--- config.mk ---
export PLATFORM = sky130hd
export DESIGN_NAME = block_bitpack_rice_decoder
export DESIGN_NICKNAME = d
export VERILOG_FILES = /design/src/rtl/core/bprd_pkg.sv /design/src/rtl/core/bprd_ctrl.sv /design/src/rtl/core/bprd_dpath.sv /design/src/rtl/core/block_bitpack_rice_decoder.sv
export SDC_FILE = /design/constraint.sdc
export NUM_CORES = 1
export LEC_CHECK = 0
export BUFFER_PORTS_ARGS = -buffer_cell sky130_fd_sc_hd__buf_2
export CORE_ASPECT_RATIO = 0.6
export CORE_MARGIN = 3
export CORE_UTILIZATION = 58
export CTS_BUF_LIST = sky130_fd_sc_hd__clkbuf_8
export CTS_CLUSTER_DIAMETER = 30
export CTS_CLUSTER_SIZE = 30
export DETAILED_ROUTE_END_ITERATION = 7
export GPL_TIMING_DRIVEN = 0
export PLACE_DENSITY = 0.8
export SYNTH_ARGS = -nofsm -noshare
export SYNTH_HDL_FRONTEND = slang
export SYNTH_SLANG_ARGS = --single-unit
--- constraint.sdc ---
create_clock -name clock -period 4.9 [get_ports clock]
set_input_delay 0.49 -clock clock [delete_from_list [all_inputs] [get_ports clock]]
set_output_delay 0.49 -clock clock [all_outputs]
set_load 0.1 [all_outputs]
--- src/rtl/core/bprd_pkg.sv ---
// ----------------------------------------------------------------------------
// bprd_pkg
// Shared types, codes and helpers of the bit-pack / Rice block decoder.
// ----------------------------------------------------------------------------
package bprd_pkg;

   localparam int BLOCK_SAMPLES = 64;
   localparam int IDX_W         = $clog2(BLOCK_SAMPLES);
   localparam int CNT_W         = IDX_W + 1;

   localparam logic [2:0] ERR_NONE     = 3'd0;
   localparam logic [2:0] ERR_BAD_MODE = 3'd1;
   localparam logic [2:0] ERR_QUOT     = 3'd2;
   localparam logic [2:0] ERR_VALUE    = 3'd3;
   localparam logic [2:0] ERR_NO_BLOCK = 3'd4;

   localparam logic [3:0] MODE_ZERO   = 4'd0;
   localparam logic [3:0] MODE_SPARSE = 4'd9;

   localparam logic REQ_HEADER = 1'b0;

   typedef enum logic [7:0] {
      OP_NONE  = 8'b0000_0001,
      OP_LOAD  = 8'b0000_0010,
      OP_START = 8'b0000_0100,
      OP_ZERO  = 8'b0000_1000,
      OP_PACK  = 8'b0001_0000,
      OP_FILL  = 8'b0010_0000,
      OP_RICE  = 8'b0100_0000,
      OP_FLUSH = 8'b1000_0000
   } op_type;

   typedef struct packed {
      op_type op;
   } cmd_type;

   typedef struct packed {
      logic item_hdr;
      logic item_zero_ok;
      logic open;
      logic pack_mode;
      logic sparse_mode;
      logic fill_after;
      logic pack_ready;
      logic fill_ready;
      logic rice_ready;
      logic out_free;
   } status_type;

   function automatic logic [7:0] unzig8(input logic [7:0] z);
      unzig8 = {1'b0, z[7:1]} ^ {8{z[0]}};
   endfunction

endpackage

--- src/rtl/core/bprd_ctrl.sv ---
// ----------------------------------------------------------------------------
// bprd_ctrl
// Sequencer: takes one request, steps the datapath, flushes the last result.
// ----------------------------------------------------------------------------
module bprd_ctrl
   import bprd_pkg::*;
(
   input  logic       clock,
   input  logic       reset,
   input  logic       req_valid,
   output logic       req_stall,
   input  status_type status,
   output cmd_type    cmd
);

   typedef enum logic [6:0] {
      ST_IDLE  = 7'b000_0001,
      ST_START = 7'b000_0010,
      ST_ZERO  = 7'b000_0100,
      ST_PACK  = 7'b000_1000,
      ST_FILL  = 7'b001_0000,
      ST_RICE  = 7'b010_0000,
      ST_FLUSH = 7'b100_0000
   } state_type;

   state_type state_ff, state_in;

   assign req_stall = (state_ff != ST_IDLE);

   always_comb begin
      state_in = state_ff;
      cmd.op   = OP_NONE;
      unique case (state_ff)
         ST_IDLE: begin
            if (req_valid) begin
               cmd.op   = OP_LOAD;
               state_in = ST_START;
            end
         end
         ST_START: begin
            if (status.out_free) begin
               cmd.op = OP_START;
               if (status.item_hdr) begin
                  state_in = status.item_zero_ok ? ST_ZERO : ST_FLUSH;
               end else if (!status.open) begin
                  state_in = ST_FLUSH;
               end else if (status.pack_mode) begin
                  state_in = ST_PACK;
               end else if (status.sparse_mode) begin
                  state_in = status.fill_after ? ST_FILL : ST_FLUSH;
               end else begin
                  state_in = ST_RICE;
               end
            end
         end
         ST_ZERO: begin
            if (!status.open) state_in = ST_FLUSH;
            else if (status.out_free) cmd.op = OP_ZERO;
         end
         ST_PACK: begin
            if (!status.pack_ready) state_in = ST_FLUSH;
            else if (status.out_free) cmd.op = OP_PACK;
         end
         ST_FILL: begin
            if (!status.fill_ready) state_in = ST_FLUSH;
            else if (status.out_free) cmd.op = OP_FILL;
         end
         ST_RICE: begin
            if (!status.rice_ready) state_in = ST_FLUSH;
            else if (status.out_free) cmd.op = OP_RICE;
         end
         ST_FLUSH: begin
            if (status.out_free) begin
               cmd.op   = OP_FLUSH;
               state_in = ST_IDLE;
            end
         end
         default: state_in = ST_IDLE;
      endcase
   end

   always_ff @(posedge clock) begin
      if (reset) state_ff <= ST_IDLE;
      else       state_ff <= state_in;
   end

endmodule

--- src/rtl/core/bprd_dpath.sv ---
// ----------------------------------------------------------------------------
// bprd_dpath
// Block state, one decode step per command, pending and output result regs.
// ----------------------------------------------------------------------------
module bprd_dpath
   import bprd_pkg::*;
(
   input  logic             clock,
   input  logic             reset,
   input  cmd_type          cmd,
   output status_type       status,
   input  logic             csr_wr_en,
   input  logic             csr_wr_data,
   input  logic             req_type,
   input  logic [3:0]       req_block_mode,
   input  logic             req_delta_on,
   input  logic [6:0]       req_valid_count,
   input  logic [7:0]       req_data_byte,
   output logic             rsp_valid,
   input  logic             rsp_stall,
   output logic [7:0]       rsp_sample,
   output logic [IDX_W-1:0] rsp_sample_index,
   output logic             rsp_last_of_run,
   output logic             rsp_block_done,
   output logic [2:0]       rsp_error_code
);

   logic             item_type_ff, item_type_in;
   logic [3:0]       item_mode_ff, item_mode_in;
   logic             item_delta_ff, item_delta_in;
   logic [6:0]       item_cnt_ff, item_cnt_in;
   logic [7:0]       item_byte_ff, item_byte_in;

   logic             rice_en_ff;
   logic             open_ff, open_in;
   logic [3:0]       mode_ff, mode_in;
   logic             delta_ff, delta_in;
   logic [CNT_W-1:0] valid_ff, valid_in;
   logic [CNT_W-1:0] nidx_ff, nidx_in;
   logic [15:0]      accum_ff, accum_in;
   logic [4:0]       count_ff, count_in;
   logic [63:0]      mask_ff, mask_in;
   logic [3:0]       seen_ff, seen_in;
   logic [8:0]       quot_ff, quot_in;
   logic             phase_ff, phase_in;
   logic [4:0]       rem_ff, rem_in;
   logic [2:0]       rbits_ff, rbits_in;
   logic [7:0]       dsum_ff, dsum_in;
   logic [3:0]       bit_ff, bit_in;

   logic             pend_valid_ff;
   logic [7:0]       pend_sample_ff;
   logic [IDX_W-1:0] pend_index_ff;
   logic             pend_done_ff;
   logic [2:0]       pend_err_ff;

   logic             res_v;
   logic [7:0]       res_sample;
   logic [IDX_W-1:0] res_index;
   logic             res_done;
   logic [2:0]       res_err;

   logic             emit_go, fail_go, clear_go, finish, cur_bit, push_go, hdr_ok;
   logic [7:0]       emit_val, s_val, wmask;
   logic [2:0]       fail_code, rk, rbits_new;
   logic [8:0]       quot_new;
   logic [4:0]       rem_new;
   logic [13:0]      zval;

   assign hdr_ok = !((item_mode_ff > MODE_SPARSE) && !rice_en_ff);
   assign rk     = mode_ff[2:0] - 3'd2;

   assign status.item_hdr     = (item_type_ff == REQ_HEADER);
   assign status.item_zero_ok = hdr_ok && (item_mode_ff == MODE_ZERO);
   assign status.open         = open_ff;
   assign status.pack_mode    = (mode_ff != MODE_ZERO) && (mode_ff < MODE_SPARSE);
   assign status.sparse_mode  = (mode_ff == MODE_SPARSE);
   assign status.fill_after   = (seen_ff >= 4'd7);
   assign status.pack_ready   = open_ff && (count_ff >= {1'b0, mode_ff});
   assign status.fill_ready   = open_ff && !mask_ff[nidx_ff[IDX_W-1:0]];
   assign status.rice_ready   = open_ff && !bit_ff[3];
   assign status.out_free     = !rsp_valid || !rsp_stall;

   always_comb begin
      item_type_in  = item_type_ff;
      item_mode_in  = item_mode_ff;
      item_delta_in = item_delta_ff;
      item_cnt_in   = item_cnt_ff;
      item_byte_in  = item_byte_ff;
      open_in   = open_ff;
      mode_in   = mode_ff;
      delta_in  = delta_ff;
      valid_in  = valid_ff;
      nidx_in   = nidx_ff;
      accum_in  = accum_ff;
      count_in  = count_ff;
      mask_in   = mask_ff;
      seen_in   = seen_ff;
      quot_in   = quot_ff;
      phase_in  = phase_ff;
      rem_in    = rem_ff;
      rbits_in  = rbits_ff;
      dsum_in   = dsum_ff;
      bit_in    = bit_ff;
      res_v      = 1'b0;
      res_sample = '0;
      res_index  = '0;
      res_done   = 1'b0;
      res_err    = ERR_NONE;
      emit_go   = 1'b0;
      emit_val  = '0;
      fail_go   = 1'b0;
      fail_code = ERR_NONE;
      clear_go  = 1'b0;
      finish    = 1'b0;
      cur_bit   = item_byte_ff[bit_ff[2:0]];
      wmask     = 8'hFF >> (4'd8 - mode_ff);
      quot_new  = quot_ff + 9'd1;
      rem_new   = rem_ff;
      rbits_new = rbits_ff;
      zval      = '0;
      s_val     = '0;

      unique case (cmd.op)
         OP_LOAD: begin
            item_type_in  = req_type;
            item_mode_in  = req_block_mode;
            item_delta_in = req_delta_on;
            item_cnt_in   = req_valid_count;
            item_byte_in  = req_data_byte;
         end
         OP_START: begin
            if (item_type_ff == REQ_HEADER) begin
               clear_go = 1'b1;
               open_in  = hdr_ok;
               if (!hdr_ok) begin
                  res_v    = 1'b1;
                  res_done = 1'b1;
                  res_err  = ERR_BAD_MODE;
               end else begin
                  mode_in  = item_mode_ff;
                  delta_in = item_delta_ff;
                  valid_in = (item_cnt_ff > CNT_W'(BLOCK_SAMPLES)) ?
                             CNT_W'(BLOCK_SAMPLES) : item_cnt_ff;
               end
            end else if (!open_ff) begin
               res_v    = 1'b1;
               res_done = 1'b1;
               res_err  = ERR_NO_BLOCK;
            end else if (status.pack_mode) begin
               accum_in = accum_ff | ({8'h00, item_byte_ff} << count_ff[3:0]);
               count_in = count_ff + 5'd8;
            end else if (status.sparse_mode) begin
               if (!seen_ff[3]) begin
                  mask_in[seen_ff[2:0]*8 +: 8] = item_byte_ff;
                  seen_in = seen_ff + 4'd1;
               end else begin
                  emit_go  = 1'b1;
                  emit_val = unzig8(item_byte_ff);
               end
            end else begin
               bit_in = '0;
            end
         end
         OP_ZERO, OP_FILL: begin
            emit_go = 1'b1;
         end
         OP_PACK: begin
            emit_go  = 1'b1;
            emit_val = unzig8(accum_ff[7:0] & wmask);
            accum_in = accum_ff >> mode_ff;
            count_in = count_ff - {1'b0, mode_ff};
         end
         OP_RICE: begin
            bit_in = bit_ff + 4'd1;
            if (!phase_ff) begin
               if (!cur_bit) begin
                  if (quot_new > 9'd255) begin
                     fail_go   = 1'b1;
                     fail_code = ERR_QUOT;
                  end else begin
                     quot_in = quot_new;
                  end
               end else if (rk == 3'd0) begin
                  finish = 1'b1;
               end else begin
                  phase_in = 1'b1;
               end
            end else begin
               rem_new   = rem_ff | (5'(cur_bit) << rbits_ff);
               rbits_new = rbits_ff + 3'd1;
               rem_in    = rem_new;
               rbits_in  = rbits_new;
               finish    = (rbits_new >= rk);
            end
            if (finish) begin
               zval = ({5'd0, quot_ff} << rk) | {9'd0, rem_new};
               if (zval > 14'd255) begin
                  fail_go   = 1'b1;
                  fail_code = ERR_VALUE;
               end else begin
                  quot_in  = '0;
                  phase_in = 1'b0;
                  rem_in   = '0;
                  rbits_in = '0;
                  emit_go  = 1'b1;
                  emit_val = unzig8(zval[7:0]);
               end
            end
         end
         default: begin
         end
      endcase

      if (emit_go) begin
         s_val   = delta_ff ? (dsum_ff + emit_val) : emit_val;
         dsum_in = delta_ff ? s_val : dsum_ff;
         nidx_in = nidx_ff + 1'b1;
         if (nidx_ff < valid_ff) begin
            res_v      = 1'b1;
            res_sample = s_val;
            res_index  = nidx_ff[IDX_W-1:0];
            res_done   = (nidx_in == CNT_W'(BLOCK_SAMPLES));
         end else if (nidx_in == CNT_W'(BLOCK_SAMPLES)) begin
            res_v     = 1'b1;
            res_index = IDX_W'(BLOCK_SAMPLES - 1);
            res_done  = 1'b1;
         end
         if (nidx_in == CNT_W'(BLOCK_SAMPLES)) begin
            open_in  = 1'b0;
            clear_go = 1'b1;
         end
      end

      if (fail_go) begin
         res_v     = 1'b1;
         res_index = nidx_ff[IDX_W-1:0];
         res_done  = 1'b1;
         res_err   = fail_code;
         open_in   = 1'b0;
         clear_go  = 1'b1;
      end

      if (clear_go) begin
         nidx_in  = '0;
         accum_in = '0;
         count_in = '0;
         mask_in  = '0;
         seen_in  = '0;
         quot_in  = '0;
         phase_in = 1'b0;
         rem_in   = '0;
         rbits_in = '0;
         dsum_in  = '0;
      end
   end

   assign push_go = pend_valid_ff && (res_v || (cmd.op == OP_FLUSH));

   always_ff @(posedge clock) begin
      if (reset) begin
         rice_en_ff    <= 1'b1;
         open_ff       <= 1'b0;
         mode_ff       <= '0;
         delta_ff      <= 1'b0;
         valid_ff      <= '0;
         nidx_ff       <= '0;
         accum_ff      <= '0;
         count_ff      <= '0;
         mask_ff       <= '0;
         seen_ff       <= '0;
         quot_ff       <= '0;
         phase_ff      <= 1'b0;
         rem_ff        <= '0;
         rbits_ff      <= '0;
         dsum_ff       <= '0;
         bit_ff        <= '0;
         pend_valid_ff <= 1'b0;
         rsp_valid     <= 1'b0;
      end else begin
         if (csr_wr_en) rice_en_ff <= csr_wr_data;
         open_ff  <= open_in;
         mode_ff  <= mode_in;
         delta_ff <= delta_in;
         valid_ff <= valid_in;
         nidx_ff  <= nidx_in;
         accum_ff <= accum_in;
         count_ff <= count_in;
         mask_ff  <= mask_in;
         seen_ff  <= seen_in;
         quot_ff  <= quot_in;
         phase_ff <= phase_in;
         rem_ff   <= rem_in;
         rbits_ff <= rbits_in;
         dsum_ff  <= dsum_in;
         bit_ff   <= bit_in;
         if (res_v)                     pend_valid_ff <= 1'b1;
         else if (cmd.op == OP_FLUSH)   pend_valid_ff <= 1'b0;
         if (push_go)                   rsp_valid <= 1'b1;
         else if (!rsp_stall)           rsp_valid <= 1'b0;
      end
   end

   always_ff @(posedge clock) begin
      item_type_ff  <= item_type_in;
      item_mode_ff  <= item_mode_in;
      item_delta_ff <= item_delta_in;
      item_cnt_ff   <= item_cnt_in;
      item_byte_ff  <= item_byte_in;
      if (res_v) begin
         pend_sample_ff <= res_sample;
         pend_index_ff  <= res_index;
         pend_done_ff   <= res_done;
         pend_err_ff    <= res_err;
      end
      if (push_go) begin
         rsp_sample       <= pend_sample_ff;
         rsp_sample_index <= pend_index_ff;
         rsp_block_done   <= pend_done_ff;
         rsp_error_code   <= pend_err_ff;
         rsp_last_of_run  <= (cmd.op == OP_FLUSH);
      end
   end

   a_closed_clean: assert property (@(posedge clock) disable iff (reset)
      !open_ff |-> (nidx_ff == '0) && (count_ff == '0) && (seen_ff == '0))
      else $error("closed block holds stale decode state");

   a_quot_range: assert property (@(posedge clock) disable iff (reset)
      open_ff |-> (quot_ff <= 9'd255) && (nidx_ff < CNT_W'(BLOCK_SAMPLES)))
      else $error("quotient or index out of range");

   a_no_overwrite: assert property (@(posedge clock) disable iff (reset)
      (rsp_valid && rsp_stall) |-> !push_go)
      else $error("result pushed over a stalled result");

   a_flush_empties: assert property (@(posedge clock) disable iff (reset)
      (cmd.op == OP_FLUSH) |=> !pend_valid_ff)
      else $error("pending result survives flush");

endmodule

--- src/rtl/core/block_bitpack_rice_decoder.sv ---
// ----------------------------------------------------------------------------
// block_bitpack_rice_decoder
// Residual block decoder: zero, bit-pack, sparse and Rice modes, delta sum.
//
//   channel  | ports                                       | direction
//   ---------+---------------------------------------------+----------
//   request  | req_valid/req_stall, req_type .. data_byte  | in
//   response | rsp_valid/rsp_stall, rsp_sample .. error    | out
//   csr      | csr_wr_en, csr_wr_data (rice_enable)        | in
//
// One request at a time: the accept loads it, then a start step, the decode
// steps (one per emitted code, Rice bit or zero fill; one per cycle while the
// response is not stalled), a step to leave the step state and a flush.
// Response stall holds the step sequencer.
// Synchronous reset clears block state; rice_enable resets to 1.
// ----------------------------------------------------------------------------
module block_bitpack_rice_decoder
   import bprd_pkg::*;
(
   input  logic             clock,
   input  logic             reset,
   input  logic             csr_wr_en,
   input  logic             csr_wr_data,
   input  logic             req_valid,
   output logic             req_stall,
   input  logic             req_type,
   input  logic [3:0]       req_block_mode,
   input  logic             req_delta_on,
   input  logic [6:0]       req_valid_count,
   input  logic [7:0]       req_data_byte,
   output logic             rsp_valid,
   input  logic             rsp_stall,
   output logic [7:0]       rsp_sample,
   output logic [IDX_W-1:0] rsp_sample_index,
   output logic             rsp_last_of_run,
   output logic             rsp_block_done,
   output logic [2:0]       rsp_error_code
);

   cmd_type    cmd;
   status_type status;

   bprd_ctrl u_ctrl (
      .clock     (clock),
      .reset     (reset),
      .req_valid (req_valid),
      .req_stall (req_stall),
      .status    (status),
      .cmd       (cmd)
   );

   bprd_dpath u_dpath (
      .clock            (clock),
      .reset            (reset),
      .cmd              (cmd),
      .status           (status),
      .csr_wr_en        (csr_wr_en),
      .csr_wr_data      (csr_wr_data),
      .req_type         (req_type),
      .req_block_mode   (req_block_mode),
      .req_delta_on     (req_delta_on),
      .req_valid_count  (req_valid_count),
      .req_data_byte    (req_data_byte),
      .rsp_valid        (rsp_valid),
      .rsp_stall        (rsp_stall),
      .rsp_sample       (rsp_sample),
      .rsp_sample_index (rsp_sample_index),
      .rsp_last_of_run  (rsp_last_of_run),
      .rsp_block_done   (rsp_block_done),
      .rsp_error_code   (rsp_error_code)
   );

endmodule

==> results.json <==
{
  "status": "complete, no violations",
  "async_reset_ff_share_pct": 0,
  "whs_ps": 85.9,
  "max_freq_mhz": 212,
  "ys_seq_elements": 207,
  "ioPinCount": 48,
  "hold_buffers": 0,
  "ir_drop_uv": 259,
  "cts_tree": "yes",
  "viasPerCell": 6.25,
  "synthTopCellsByArea": "dfxtp_1 (26%), edfxtp_1 (15%), nor2_1 (5.6%)",
  "grt_usage_pct": 30.1,
  "synth.yosys.seq_area_share_pct": 41.2,
  "synth_ff_type": "dfxtp_1",
  "setup_viol": 0,
  "final_common_cell": "nor2_1",
  "start_util_pct": 59.7,
  "utilization_pct": 66.9,
  "grt_pass1_vias": 9496,
  "p_per_area_nw_per_um2": 318,
  "reg2reg_to": "u_dpath.pend_sample_ff[7]$_SDFFCE_PN0P_",
  "die_h_um": 115,
  "antenna_cells": 0,
  "clock_skew_ps": 18.4,
  "clock_latency_ps": 580,
  "grt_max_degree": 22,
  "grt_pass1_wl_um": 51600,
  "die-area_sq_um": 21600,
  "rr_worst_depth": 20,
  "synthCells": 1312,
  "num_rows": 39,
  "crit_chain": "buf_6 > buf_6 > clkinvlp_4 > ha_1 > clkbuf_1 > nor4bb_2 > nor2b_2 > and3_1 > nand2_2 > o22a_1 > o21ai_2 > ha_1 > a21o_1 > a21oi_2 > o21bai_1 > a2111oi_2 > nor3_2 > xor2_1 > nand3_1 > nor3b_2",
  "clockBufferDepth": 3,
  "arrival_ps": 5040,
  "hp-start": "req_valid_count[1]",
  "post-place-ws_ps": -1150,
  "min_path_type": "input pin to flop",
  "synth.net_count": 1378,
  "port_buffers": 46,
  "cts_root_buffer": "clkbuf_8",
  "hold_end": "u_dpath.item_cnt_ff[1]$_DFFE_PN_",
  "worstSetupStartpoint": "u_dpath.mode_ff[1]$_SDFFE_PP0P_",
  "htreeDepth": 1,
  "path_class": "flop to flop",
  "cts-buffers-inserted": 30,
  "holdPathStages": 1,
  "cp_slowest_stage_delay_ps": 440,
  "finalWorstSetupSlack_ps": 185,
  "tightestPinTransition_ps": 1360,
  "clock-sinks": 207,
  "r2r-start": "u_dpath.mode_ff[1]$_SDFFE_PP0P_",
  "start_kind": "flop",
  "drt_iter0_drc": 1431,
  "die_x_um": 188,
  "synth_top_area_share_pct": 26.0,
  "gp_congestion": 1.01,
  "setup-tns-final_ps": 0,
  "hold_viol_final": 0,
  "crit_family": "simple AND/OR/NAND/NOR gates",
  "drc": 0,
  "wl_per_cell_um": 19.5,
  "final_cell_mix": "nor2_1 (170), dfxtp_1 (147), nand2_1 (140)",
  "wirelength_um": 32900,
  "drive_above_1_share_pct": 13.9,
  "min_period_ps": 4720,
  "cp-end-kind": "flop",
  "yosys.area.top_type": "dfxtp_1",
  "path_buf_inv": 4,
  "slew_headroom_pct": 8.33,
  "synth_area_sq_um": 11500,
  "syn_avg_cell_area_sq_um": 8.75,
  "fin_crit_sh_pct": 96.2,
  "nets": 1463,
  "rrSetupSlack_ps": 180,
  "postRouteAntennaNets": 0,
  "synth_warnings": 0,
  "overflow": 0,
  "yosysUniqueCellTypes": 78,
  "slew_violations": 0,
  "max_cap_viol_count": 0,
  "fin_total_pwr_mw": 4.09,
  "core-area_sq_um": 19200,
  "vias": 10500,
  "slowest_stage": "dfxtp_4",
  "hpwlAfterDp_um": 24300,
  "area_growth_pct": 12.1,
  "synth-edff-count": 58,
  "first_pass_iters": 8,
  "clk_pin_slew_ps": 80,
  "crit_fanout": 10,
  "p_leak_nw": 4.69,
  "antenna_found_initial": 0,
  "cp_data_required_time_ps": 5220
}
worst register-to-register path: cells and delay by family (launching register included):
kind | cells | cell delay, ps
AO/OA/AOI/OAI | 6 | 1250
XOR/XNOR | 1 | 190
adder cells (fa/ha/maj) | 2 | 470
buffers and inverters | 4 | 730
flip-flops | 1 | 440
AND/OR/NAND/NOR | 7 | 1390
timing repair:
action                                  in CTS  in global routing
hold endpoints to repair                     0                  0
resized for setup                           19                  5
buffers inserted                             5                  4
pin swaps                                    1                  2
endpoints found under the setup margin      98                  4
state kept, by name (all words and copies together) (netlist names), 5 cells and up:
register / count
u_dpath.mask_ff: 64
u_dpath.accum_ff: 16
u_dpath.quot_ff: 9
u_dpath.dsum_ff: 8
u_dpath.item_byte_ff: 8
u_dpath.pend_sample_ff: 8
u_dpath.rsp_sample: 8
u_ctrl.state_ff: 7
u_dpath.item_cnt_ff: 7
u_dpath.nidx_ff: 7
u_dpath.valid_ff: 7
u_dpath.pend_index_ff: 6
u_dpath.rsp_sample_index: 6
u_dpath.count_ff: 5
u_dpath.rem_ff: 5
area by class of cell:
class / count / area, sq um
tap: 266 / 333
clock inverter: 20 / 208
sequential: 207 / 4730
multi-input combinational: 981 / 6290
clock buffer: 35 / 482
inverter: 40 / 154
buffer: 82 / 367
timing repair buffer: 55 / 298
fill: 1622 / 6360
report_power, final:
| group | internal [mW] | switching [mW] |
|---|---|---|
| sequential | 1.85 | 0.0601 |
| combinational | 0.173 | 0.469 |
| clock | 0.757 | 0.780 |
| total | 2.78 | 1.31 |
metrics by stage:
step           instances  area, sq um
3_3_place_gp        1624        12000
6_report            1686        12900
2_1_floorplan       1312        11500
3_5_place_dp        1624        12000
5_1_grt             1686        12900
4_1_cts             1683        12800
cells by family after synthesis:
family | synth area share (%)
and+or+nand+nor | 21.5
buffers and inverters | 4.45
adders and majority gates | 4.38
DFF | 41.2
AOI/OAI and AO/OA | 15.0
xor gates and xnor gates | 3.66
muxes | 9.82
Yosys cell counts, types with 8 or more instances:
cell / count
nor2_1: 170
dfxtp_1: 149
nand2_1: 141
a21oi_1: 120
mux2i_1: 62
edfxtp_1: 58
nand3_1: 56
clkbuf_1: 53
o21ai_0: 48
nor3_1: 44
ha_1: 37
inv_1: 36
xnor2_1: 36
buf_2: 21
a211oi_1: 17
mux2_2: 17
mux4_2: 14
nor2b_1: 14
nand3b_1: 13
and3_1: 12
xor2_1: 12
a21o_1: 11
a31oi_1: 11
and2_1: 11
or3_1: 11
o22ai_1: 10
nor3b_1: 8
o22a_1: 8
worst max-delay path by stage:
| stage | end | cells past startpoint | slack [ps] |
|---|---|---|---|
| floorplan | u_dpath.dsum_ff[7]$_SDFFE_PP0P_ | 20 | 5 |
| global placement | u_dpath.pend_sample_ff[7]$_SDFFCE_PN0P_ | 21 | -1030 |
| detailed placement | u_dpath.pend_sample_ff[7]$_SDFFCE_PN0P_ | 21 | -1150 |
| CTS | u_dpath.pend_sample_ff[7]$_SDFFCE_PN0P_ | 21 | 20 |
| global route | u_dpath.pend_sample_ff[6]$_SDFFCE_PN0P_ | 22 | -7 |
| finish | u_dpath.pend_sample_ff[7]$_SDFFCE_PN0P_ | 20 | 180 |
metal layers:
layer,global-route usage [%],up-vias,wire [um]
li1,-,4865,-
met1,47.8,4903,15100
met2,39.5,698,12300
met3,9.14,69,4880
met4,5.99,2,520
met5,1.92,-,55
(Power assumes the default switching activity.)
